[config.mk]
export PLATFORM = sky130hd
export DESIGN_NAME = fixed_partition_fit_allocator
export DESIGN_NICKNAME = d
export VERILOG_FILES = /design/src/sv/fpfa_pkg.sv /design/src/sv/fixed_partition_fit_allocator.sv /design/src/sv/fpfa_ctrl.sv /design/src/sv/fpfa_dp.sv
export SDC_FILE = /design/constraint.sdc
export NUM_CORES = 1
export LEC_CHECK = 0
export BUFFER_PORTS_ARGS = -buffer_cell sky130_fd_sc_hd__buf_2
export CAP_MARGIN = 40
export CORE_MARGIN = 1
export CORE_UTILIZATION = 43
export CTS_BUF_LIST = sky130_fd_sc_hd__clkbuf_16
export DETAILED_ROUTE_END_ITERATION = 6
export GPL_TIMING_DRIVEN = 0
export PLACE_DENSITY = 0.63
export SYNTH_ARGS = -nofsm -noshare
export SYNTH_HDL_FRONTEND = slang
export SYNTH_SLANG_ARGS = --single-unit
export TNS_END_PERCENT = 10
[constraint.sdc]
create_clock -name clk -period 8.7 [get_ports clk]
set_input_delay 2.61 -clock clk [delete_from_list [all_inputs] [get_ports clk]]
set_output_delay 2.61 -clock clk [all_outputs]
set_load 0.01 [all_outputs]
[src/sv/fpfa_pkg.sv]
package fpfa_pkg;

	localparam logic [1:0] CMD_LOAD  = 2'd0;
	localparam logic [1:0] CMD_ALLOC = 2'd1;
	localparam logic [1:0] CMD_CLEAR = 2'd2;

	localparam logic [1:0] MODE_FIRST = 2'd0;
	localparam logic [1:0] MODE_BEST  = 2'd1;
	localparam logic [1:0] MODE_WORST = 2'd2;

	localparam logic [1:0] CFG_FIT_MODE    = 2'd0;
	localparam logic [1:0] CFG_BLOCK_COUNT = 2'd1;

	localparam int CFG_IDX_W  = 2;
	localparam int CFG_DATA_W = 5;
	localparam int CMD_W      = 2;
	localparam int BIDX_W     = 4;
	localparam int REQ_W      = 16;

	typedef struct packed {
		logic start;
		logic scan_en;
		logic out_load;
	} fpfa_cmd_t;

	typedef struct packed {
		logic scan_done;
	} fpfa_stat_t;

endpackage

[src/sv/fixed_partition_fit_allocator.sv]
// Fixed partition allocator with first, best and worst fit. Each item yields one
// result. A load, clear or unused-command result passes through the response state
// into the output register after its transfer in. An allocate walks the partitions
// 0 .. min(block_count, MAX_BLOCKS)-1 through the single read port of the size table,
// one partition per cycle, then goes through the response state into the output
// register. One item is in work at a time, and the next is taken in the cycle after
// the result is loaded. A stalled result holds the finished item until the output
// register frees up. No clearing pass after reset: partition sizes are undefined until
// loaded.
module fixed_partition_fit_allocator
	import fpfa_pkg::*;
#(
	parameter int MAX_BLOCKS = 16,
	parameter int SIZE_BITS  = 16
)(
	input  logic                  clk,
	input  logic                  arst_n,
	input  logic                  cfg_valid,
	output logic                  cfg_ready,
	input  logic [CFG_IDX_W-1:0]  cfg_index,
	input  logic [CFG_DATA_W-1:0] cfg_data,
	input  logic                  in_valid,
	output logic                  in_stall,
	input  logic [CMD_W-1:0]      cmd,
	input  logic [BIDX_W-1:0]     block_index,
	input  logic [REQ_W-1:0]      item_size,
	output logic                  out_valid,
	input  logic                  out_stall,
	output logic                  granted,
	output logic [BIDX_W-1:0]     block_number
);

	fpfa_cmd_t  dp_cmd;
	fpfa_stat_t dp_stat;

	fpfa_ctrl u_ctrl (
		.clk       (clk),
		.arst_n    (arst_n),
		.in_valid  (in_valid),
		.in_stall  (in_stall),
		.cmd       (cmd),
		.out_valid (out_valid),
		.out_stall (out_stall),
		.dp_cmd    (dp_cmd),
		.dp_stat   (dp_stat)
	);

	fpfa_dp #(
		.MAX_BLOCKS (MAX_BLOCKS),
		.SIZE_BITS  (SIZE_BITS)
	) u_dp (
		.clk          (clk),
		.arst_n       (arst_n),
		.cfg_valid    (cfg_valid),
		.cfg_ready    (cfg_ready),
		.cfg_index    (cfg_index),
		.cfg_data     (cfg_data),
		.cmd          (cmd),
		.block_index  (block_index),
		.item_size    (item_size),
		.granted      (granted),
		.block_number (block_number),
		.dp_cmd       (dp_cmd),
		.dp_stat      (dp_stat)
	);

endmodule

[src/sv/fpfa_ctrl.sv]
module fpfa_ctrl
	import fpfa_pkg::*;
(
	input  logic             clk,
	input  logic             arst_n,
	input  logic             in_valid,
	output logic             in_stall,
	input  logic [CMD_W-1:0] cmd,
	output logic             out_valid,
	input  logic             out_stall,
	output fpfa_cmd_t        dp_cmd,
	input  fpfa_stat_t       dp_stat
);

	typedef enum logic [1:0] {
		ST_IDLE,
		ST_SCAN,
		ST_RESP
	} state_t;

	state_t state_q;
	logic   out_valid_q;
	logic   accept;
	logic   out_free;

	assign in_stall = (state_q != ST_IDLE);
	assign accept   = in_valid && !in_stall;
	assign out_free = !out_valid_q || !out_stall;

	assign dp_cmd.start    = accept;
	assign dp_cmd.scan_en  = (state_q == ST_SCAN);
	assign dp_cmd.out_load = (state_q == ST_RESP) && out_free;

	assign out_valid = out_valid_q;

	always_ff @(posedge clk or negedge arst_n) begin
		if (!arst_n) begin
			state_q     <= ST_IDLE;
			out_valid_q <= 1'b0;
		end else begin
			// drop the held result once it has been transferred
			if (out_valid_q && !out_stall) begin
				out_valid_q <= 1'b0;
			end
			unique case (state_q)
				ST_IDLE: begin
					if (accept) begin
						state_q <= (cmd == CMD_ALLOC) ? ST_SCAN : ST_RESP;
					end
				end
				ST_SCAN: begin
					if (dp_stat.scan_done) begin
						state_q <= ST_RESP;
					end
				end
				ST_RESP: begin
					if (out_free) begin
						out_valid_q <= 1'b1;
						state_q     <= ST_IDLE;
					end
				end
				default: begin
					state_q <= ST_IDLE;
				end
			endcase
		end
	end

endmodule

[src/sv/fpfa_dp.sv]
module fpfa_dp
	import fpfa_pkg::*;
#(
	parameter int MAX_BLOCKS = 16,
	parameter int SIZE_BITS  = 16
)(
	input  logic                  clk,
	input  logic                  arst_n,
	input  logic                  cfg_valid,
	output logic                  cfg_ready,
	input  logic [CFG_IDX_W-1:0]  cfg_index,
	input  logic [CFG_DATA_W-1:0] cfg_data,
	input  logic [CMD_W-1:0]      cmd,
	input  logic [BIDX_W-1:0]     block_index,
	input  logic [REQ_W-1:0]      item_size,
	output logic                  granted,
	output logic [BIDX_W-1:0]     block_number,
	input  fpfa_cmd_t             dp_cmd,
	output fpfa_stat_t            dp_stat
);

	localparam int IDX_W = (MAX_BLOCKS > 1) ? $clog2(MAX_BLOCKS) : 1;
	localparam int CNT_W = $clog2(MAX_BLOCKS + 1);
	localparam int LIM_W = (CNT_W > CFG_DATA_W) ? CNT_W : CFG_DATA_W;
	localparam int CMP_W = (SIZE_BITS > REQ_W) ? SIZE_BITS : REQ_W;
	localparam int BI_W  = 7;

	logic [SIZE_BITS-1:0]  size_mem [MAX_BLOCKS];
	logic [MAX_BLOCKS-1:0] used_q;

	logic [1:0]            fit_mode_q;
	logic [CFG_DATA_W-1:0] block_count_q;

	logic [REQ_W-1:0]      req_q;
	logic [CNT_W-1:0]      scan_q;
	logic [CNT_W-1:0]      lim_q;
	logic                  vld_s1;
	logic [IDX_W-1:0]      idx_s1;
	logic [SIZE_BITS-1:0]  size_s1;

	logic                  found_q;
	logic [IDX_W-1:0]      best_idx_q;
	logic [SIZE_BITS-1:0]  best_size_q;

	logic                  granted_q;
	logic [BIDX_W-1:0]     block_number_q;

	logic [LIM_W-1:0]      count_ext;
	logic [LIM_W-1:0]      limit;
	logic                  issue;
	logic                  load_ok;
	logic                  fits;
	logic                  take;

	assign cfg_ready = 1'b1;

	assign count_ext = LIM_W'(block_count_q);
	assign limit     = (count_ext > LIM_W'(MAX_BLOCKS)) ? LIM_W'(MAX_BLOCKS) : count_ext;
	assign issue     = dp_cmd.scan_en && (scan_q < lim_q);
	assign load_ok   = BI_W'(block_index) < BI_W'(MAX_BLOCKS);

	assign fits = vld_s1 && !used_q[idx_s1] && (CMP_W'(size_s1) >= CMP_W'(req_q));

	always_comb begin
		take = 1'b0;
		if (fits) begin
			priority if (!found_q) begin
				take = 1'b1;
			end else if (fit_mode_q == MODE_BEST) begin
				take = size_s1 < best_size_q;
			end else if (fit_mode_q == MODE_WORST) begin
				take = size_s1 > best_size_q;
			end else begin
				take = 1'b0;
			end
		end
	end

	assign dp_stat.scan_done = (scan_q >= lim_q) && !vld_s1;

	assign granted      = granted_q;
	assign block_number = block_number_q;

	always_ff @(posedge clk or negedge arst_n) begin
		if (!arst_n) begin
			fit_mode_q    <= MODE_FIRST;
			block_count_q <= '0;
		end else if (cfg_valid && cfg_ready) begin
			if (cfg_index == CFG_FIT_MODE) begin
				fit_mode_q <= cfg_data[1:0];
			end else if (cfg_index == CFG_BLOCK_COUNT) begin
				block_count_q <= cfg_data;
			end
		end
	end

	// size table: one write port at accept, one read port for the scan
	always_ff @(posedge clk) begin
		if (dp_cmd.start && (cmd == CMD_LOAD) && load_ok) begin
			size_mem[IDX_W'(block_index)] <= SIZE_BITS'(item_size);
		end
		if (issue) begin
			size_s1 <= size_mem[scan_q[IDX_W-1:0]];
		end
	end

	always_ff @(posedge clk or negedge arst_n) begin
		if (!arst_n) begin
			used_q <= '0;
		end else begin
			if (dp_cmd.start && (cmd == CMD_CLEAR)) begin
				used_q <= '0;
			end else if (dp_cmd.out_load && found_q) begin
				used_q[best_idx_q] <= 1'b1;
			end
		end
	end

	always_ff @(posedge clk or negedge arst_n) begin
		if (!arst_n) begin
			scan_q  <= '0;
			lim_q   <= '0;
			vld_s1  <= 1'b0;
			found_q <= 1'b0;
		end else begin
			if (dp_cmd.start) begin
				scan_q  <= '0;
				lim_q   <= CNT_W'(limit);
				vld_s1  <= 1'b0;
				found_q <= 1'b0;
			end else begin
				vld_s1 <= issue;
				if (issue) begin
					scan_q <= scan_q + 1'b1;
				end
				if (take) begin
					found_q <= 1'b1;
				end
			end
		end
	end

	always_ff @(posedge clk) begin
		if (dp_cmd.start) begin
			req_q <= item_size;
		end
		if (issue) begin
			idx_s1 <= scan_q[IDX_W-1:0];
		end
		if (take) begin
			best_idx_q  <= idx_s1;
			best_size_q <= size_s1;
		end
		if (dp_cmd.out_load) begin
			granted_q      <= found_q;
			block_number_q <= found_q ? BIDX_W'(best_idx_q) : '0;
		end
	end

endmodule

==> results of run 1 <==
[cells by family (layout without fill, tap and decap cells)]
kind of cell / Yosys count / in the layout / share of synthesized area, %
flops: 355 / 355 / 73.67
fa+ha+maj: 38 / 38 / 3.346
other cells: 1 / 1 / 0.02639
buf+inv: 64 / 202 / 1.866
mux: 93 / 93 / 14.20
compound gates: 61 / 61 / 2.571
simple gates: 115 / 115 / 4.314
[synthesized netlist by cell type (all sizes together), types with 9 or more instances]
library cell | instances | area [sq um]
edfxtp | 317 | 9519
ha | 38 | 475.5
inv | 41 | 153.9
nand2 | 15 | 56.30
mux4 | 85 | 1929
nor2b | 9 | 56.30
nand3 | 11 | 55.05
a21oi | 25 | 125.1
dfrtp | 38 | 950.9
o21ai | 14 | 70.06
buf | 13 | 73.81
nor2 | 31 | 116.4
clkbuf | 10 | 37.54
[sequential cells by signal, summed over array words and instances, names as in the netlist, 5 cells and up]
register,count
u_dp.size_s1,16
u_dp.block_count_q,5
u_dp.req_q,16
u_dp.size_mem,256
u_dp.lim_q,5
u_dp.used_q,16
u_dp.best_size_q,16
u_dp.scan_q,5
[placed cells by master, fill, tap and decap left out, types with 7 or more instances in the layout]
| master | netlist | final |
|---|---|---|
| a21oi_1 | 25 | 25 |
| nand3_1 | 11 | 11 |
| mux4_2 | 81 | 81 |
| nor2_1 | 31 | 22 |
| nand3b_1 | 7 | 7 |
| buf_6 | 1 | 9 |
| clkinv_2 | 0 | 8 |
| clkbuf_16 | 0 | 38 |
| o21ai_0 | 11 | 11 |
| mux2_2 | 7 | 7 |
| ha_1 | 38 | 38 |
| buf_8 | 0 | 12 |
| edfxtp_1 | 317 | 317 |
| and2_1 | 7 | 7 |
| clkbuf_1 | 10 | 10 |
| inv_1 | 41 | 49 |
| buf_2 | 5 | 46 |
| buf_4 | 3 | 7 |
| dfrtp_1 | 38 | 38 |
| nor2_2 | 0 | 9 |
| nand2_1 | 15 | 15 |
[worst reg2reg max path, stage by stage, from the launching register on]
cell	delay, ns
dfrtp_1	0.40
clkbuf_1	0.17
buf_6	0.19
buf_2	0.27
inv_1	0.15
ha_1	0.15
nor2b_1	0.04
o21a_1	0.16
o21a_1	0.17
o21ai_1	0.33
and2_1	0.73
buf_8	0.24
[metrics by stage]
stage	total power [W]	setup WS (ns)	util, %	std cells	instance area [sq um]
after floorplan	0.002583	3.709	-	727	14210
after global placement	0.002815	1.458	45.99	1209	14960
after detailed placement	0.002856	3.674	47.42	1238	15430
after CTS	0.004399	4.195	51.12	1307	16630
after global routing	0.004547	4.030	51.12	1307	16630
final	0.004351	4.175	51.12	1307	16630
[area by class of cell]
type                    instances  share of cell area, %
plain buffers                  23                 0.6695
clock buffers                  38                  5.717
clock inverters                31                  1.527
inverters                      41                 0.9252
multi-input cells             308                  21.24
flip-flops and latches        355                  62.95
well taps                     442                  3.325
repair buffers                 69                  3.656
[routing by layer]
layer / wire length (um) / GRT usage (%) / vias up
li1: - / - / 3169
met1: 13150 / 26.23 / 3663
met2: 13770 / 28.80 / 188
met3: 1630 / 2.853 / 51
met4: 602 / 5.200 / 0
met5: 0 / 0 / -
[path summary, 6_finish.rpt]
path                                 from                    end  cells after the start
setup / recovery                 in_valid   u_dp.size_mem[3][13]                      7
hold / removal             u_dp.used_q[3]         u_dp.used_q[3]                      2
setup reg to reg           u_dp.scan_q[0]        u_dp.size_s1[2]                     11
hold reg to reg            u_dp.used_q[3]         u_dp.used_q[3]                      2
max in group asynchronous          arst_n  u_dp.block_count_q[4]                      2
min in group asynchronous          arst_n        u_dp.used_q[13]                      1
[power groups by stage]
stage	Sequential [W]	Combinational, W	Clock, W
finish	0.00207	0.000737	0.00154
global route	0.00209	0.000823	0.00164
CTS	0.00207	0.000753	0.00157
detailed placement	0.00211	0.000750	0
global placement	0.00211	0.000710	0
floorplan	0.00209	0.000497	0
==> summary.txt, run 1 <==
Status
  – Status: complete, no violations

Power
  – Switching power: 0.001116 W
  – LEAKAGE: 5.757 nW
  – PwrDens: 261.6 mW/mm^2
  – Sw Ratio: 25.64%
  – Register share of total power: 47.6%
  – Peak supply drop: 0.0001664 V
  – Internal Power: 0.003235 W
  – Power share of the clock group: 35.4%
  – Comb pwr share: 16.9%

Worst setup path
  – Required time worst endpoint: 8.93 ns
  – Cell Chain, Critical Path: buf_2 > nand2_1 > nor3_1 > buf_2 > nor3b_1 > nor2b_2 > buf_8
  – Most used cell, CP: buf_2
  – CP top delay family: simple AND/OR/NAND/NOR gates
  – Critical path peak fanout: 9
  – WP buf/inv: 3
  – CP Data Arrival Time: 4.75 ns
  – Worst setup SP type: input pin
  – CP max stage cell: nor2b_2
  – Worst reg2reg setup slack: 5.42 ns
  – Critical path capture point type: register
  – Critical path type: input pin to register
  – CP max stage delay: 0.66 ns

STA
  – Setup TNS: 0 ns
  – Final period utilization: 52.02%
  – RSZ-0062 raised after global routing: false
  – Achievable frequency: 0.2210 GHz
  – Pins over their slew limit: 0
  – Fin. Hold Viols: 0
  – Tmin final: 4.525 ns
  – Worst Skew: 0.01820 ns
  – Final setup fails: 0
  – Hold_ws: 0.4862 ns
  – Worst-margin pin slew: 0.8674 ns
  – Slew headroom: 42.17%

Floorplanning
  – Initial Utilization: 43.68%
  – Die W: 183.8 um
  – Rows: 66
  – Ports: 42
  – Die height: 183.8 um
  – Die area: 0.03378 sq mm
  – Core box area: 0.03254 sq mm

Yosys
  – Netlist cell types: 45
  – Cell count after synthesis: 727
  – Average size of a mapped cell: 19.55 sq um
  – EDFF count, synth: 317
  – Synthesized flop and latch total: 355
  – Syn_nets: 799
  – Ys Warns: 0
  – Sequential share of the synthesized area: 73.67%
  – Async SR Flop Fraction: 10.70%
  – Post-Syn Area: 0.01421 sq mm
  – Dominant synthesized flop cell: edfxtp_1

Drt
  – Vias: 7071
  – Post-route ant nets: 0
  – First drt pass iteration count: 5
  – Drt drc: 0
  – DRC marker count from the first detailed-route iteration: 586
  – Vias per cell: 5.410
  – Routed wire length: 29160 um
  – Wire per inst: 22.31 um

Cells and area
  – Share of cells above drive strength 1: 27.75%
  – Filler cell count: 2667
  – Area delta synth->final: 17.05%
  – Reg area: 0.01047 sq mm
  – Multi-input gate area: 0.003532 sq mm
  – Number of diodes: 0
  – Final nets: 908

Clocking
  – Root buf cell: clkbuf_16
  – Setup Fix Bufs, Post-CTS: 0
  – H-Tree Depth: 2
  – Clock slew seen by the registers of the worst setup and hold paths: 0.06 ns
  – Clk buf depth: 3
  – Worst-skew pair later-pin latency: 0.53 ns
  – CTS tree: built
  – CTS resizes: 0
  – CTS Buf Count: 38
  – Sink Count: 355
  – Hold buffers post-CTS: 0

Min path
  – Hold Crit Class: register to register

Place
  – IO Port Bufs: 40
  – DP HPWL: 19860 um
  – Routability cong.: 0.7928

Global route
  – First-pass GRT wire length: 44550 um
  – Number of global-route vias before repair: 7237
  – Global-route total usage across every layer: 18.21%
  – Grt total ovfl: 0
  – Largest net degree at the start of global routing: 33
  – Initial antenna violation count: 0

Flow run
  – MaxCap Viol Count: 0
Note: power is estimated with default switching activity, not from simulation.
==> inputs of run 2 (changes only) <==
Settings changed: PLACE_DENSITY 0.63 to 0.65.
Clock period 8.7 ns to 3.67 ns, I/O delays scaled along.
==> run 2 against run 1 <==
  * Combinational power increased by 140%
  * Design area is 0.32% lower
  * Count of clock-buffer cells in the layout increased by 1
  * Register-to-register slack worse by 5.1 ns
  * Setup slack got worse by 3.9 ns
  * Sequential power up 140%
  * Non-clock buffer count shrank 1
  * Die area did not move
  * Largest power group unchanged
  * Highest routed layer unchanged
==> summary.txt, run 2 (synthesis results as in run 1) <==
Worst setup path
  – Reg2Reg Launch Point: u_dp.size_s1[15]
  – Critical path type: register to register
  – Required time worst endpoint: 3.90 ns (-5.03 ns)
  – Critical path peak fanout: 13 (+4)
  – Worst setup SP type: register
  – Worst R2R Path Depth: 8 (-3)
  – Capture point of the worst reg-to-reg path: u_dp.best_size_q[0]
  – Critical path capture point type: register
  – Worst reg2reg setup slack: 0.30 ns (-5.12 ns)
  – CP max stage delay: 0.73 ns (+0.07 ns)
  – CP Data Arrival Time: 3.59 ns (-1.16 ns)
  – CP max stage cell: a31oi_2
  – Cell Chain, Critical Path: ha_1 > nand4_1 > nor4_1 > a21boi_1 > or4_1 > or3b_1 > a31oi_2 > buf_6

Floorplanning
  – Ports: 42 (unchanged)
  – Rows: 66 (unchanged)
  – Initial Utilization: 43.68% (unchanged)
  – Core box area: 0.03254 sq mm (unchanged)
  – Die area: 0.03378 sq mm (unchanged)
  – Die height: 183.8 um (unchanged)
  – Die W: 183.8 um (unchanged)

STA
  – Post-route setup slack: 0.3024 ns (-3.872 ns)
  – Fin. Hold Viols: 0 (unchanged)
  – RSZ-0062 raised after global routing: false
  – Slew headroom: 39.00% (-3.2 points)
  – Hold_ws: 0.4351 ns (-0.05113 ns)
  – Final period utilization: 91.76%
  – Pins over their slew limit: 0 (unchanged)
  – Worst-margin pin slew: 0.9150 ns (+0.04757 ns)
  – Worst Skew: 0.02244 ns (+0.004241 ns)
  – Achievable frequency: 0.2969 GHz
  – Final setup fails: 0 (unchanged)
  – Tmin final: 3.368 ns

Clocking
  – CTS tree: built
  – Clock slew seen by the registers of the worst setup and hold paths: 0.06 ns (about the same)
  – H-Tree Depth: 2 (unchanged)
  – Sink Count: 355 (unchanged)
  – Clk buf depth: 3 (unchanged)
  – CTS Buf Count: 38 (unchanged)
  – Setup Fix Bufs, Post-CTS: 0 (unchanged)
  – Hold buffers post-CTS: 0 (unchanged)
  – Worst-skew pair later-pin latency: 0.53 ns (about the same)
  – CTS resizes: 0 (unchanged)
  – Root buf cell: clkbuf_16

Cells and area
  – Final nets: 907 (-0.11%)
  – Area delta synth->final: 16.68%
  – Share of cells above drive strength 1: 27.20% (-0.55 points)
  – Commonest non-fill, non-tap cell in the layout: edfxtp_1
  – Max FFs per register: 256 (unchanged)
  – Filler cell count: 2660 (-0.26%)
  – Most frequent cells in the layout: edfxtp_1, mux4_2, inv_1
  – Finished Core Util: 50.96% (-0.16 points)
  – Largest Register: u_dp.size_mem
  – Number of diodes: 0 (unchanged)

Place
  – DP HPWL: 20650 um (+4.0%)
  – Place WS: -0.006334 ns (-3.681 ns)
  – Routability cong.: 0.8117 (+2.4%)
  – IO Port Bufs: 40 (unchanged)

Power
  – Pwr Total: 0.01027 W (+140%)
  – PwrDens: 619.2 mW/mm^2 (+140%)
  – Sw Ratio: 25.82% (+0.18 points)
  – Switching power: 0.002651 W (+140%)
  – Register share of total power: 47.9% (+0.3 points)
  – Internal Power: 0.007616 W (+140%)
  – Peak supply drop: 0.0002886 V (+73%)
  – Power share of the clock group: 35.1% (-0.3 points)
  – Comb pwr share: 17.1% (+0.2 points)
  – LEAKAGE: 5.764 nW (+0.11%)

Global route
  – Grt total ovfl: 0 (unchanged)
  – First-pass GRT wire length: 45460 um (+2.0%)
  – GR peak layer: met2
  – Global-route total usage across every layer: 18.71% (+0.51 points)
  – Met3 Track Usage GR: 2.674% (-0.18 points)
  – Number of global-route vias before repair: 7209 (-0.39%)
  – Largest net degree at the start of global routing: 31 (-6.1%)
  – Met1 Resource Use GR: 25.72% (-0.51 points)
  – Met2 Use GR: 30.95% (+2.2 points)
  – Initial antenna violation count: 0 (unchanged)

Drt
  – First drt pass iteration count: 6 (+1)
  – Vias per cell: 5.426 (+0.30%)
  – Routed wire length: 30110 um (+3.3%)
  – Drt drc: 0 (unchanged)
  – Post-route ant nets: 0 (unchanged)
  – Wire per inst: 23.05 um (+3.4%)
  – DRC marker count from the first detailed-route iteration: 625 (+6.7%)
  – Vias: 7087 (+0.23%)

Flow run
  – MaxCap Viol Count: 0 (unchanged)

Status
  – Status: complete, no violations

Min path
  – Hold Crit Class: input pin to async pin
run 2: final cells by class:
class / instances / area [sq um] / share of cell area [%]
flip-flops and latches: 355 / 10470 / 63.14
multi-input cells: 308 / 3532 / 21.30
clock buffers: 39 / 975.9 / 5.886
repair buffers: 68 / 580.6 / 3.501
well taps: 442 / 553.0 / 3.335
clock inverters: 30 / 202.7 / 1.222
inverters: 41 / 153.9 / 0.9282
plain buffers: 23 / 112.6 / 0.6791
run 2: per-stage QoR:
stage	setup TNS (ns)	instance area (sq um)	instances
after floorplan	0	14210	727
after global placement	-253.85	14960	1209
after detailed placement	-0.04017	15400	1237
after CTS	0	16580	1306
after global routing	0	16580	1306
final	0	16580	1306
run 2: how the worst max path moves through the flow:
stage / end / start / slack [ns] / depth (start not counted)
floorplan: u_dp.size_mem[0][0] / in_valid / 0.19 / 4
CTS: u_dp.best_size_q[5] / u_dp.size_s1[15] / 0.30 / 8
global placement: u_dp.size_mem[12][1] / in_valid / -1.90 / 5
global route: u_dp.best_size_q[1] / u_dp.size_s1[15] / 0.15 / 7
finish: u_dp.best_size_q[0] / u_dp.size_s1[15] / 0.30 / 8
detailed placement: u_dp.size_mem[2][1] / in_valid / -0.006 / 6
run 2: critical path, delay by kind of cell (launching register included):
kind            cells  cell delay, ns
compound gates      2            0.88
fa+ha+maj           1            0.34
buf+inv             1            0.24
flops               1            0.47
simple gates        4            1.13
run 2: routing by layer:
layer  share of wire (%)  routed length (um)
met1                  43               13050
met2                  50               14980
met3                 4.5                1356
met4                 2.4                 717
met5                   0                   0
run 2: power groups by stage:
stage / Clock [W] / Sequential [W] / Combinational (W)
after floorplan: 0 / 0.00495 / 0.00118
after global placement: 0 / 0.00500 / 0.00170
after detailed placement: 0 / 0.00500 / 0.00178
after CTS: 0.00366 / 0.00492 / 0.00178
after global routing: 0.00382 / 0.00495 / 0.00193
final: 0.00360 / 0.00492 / 0.00175
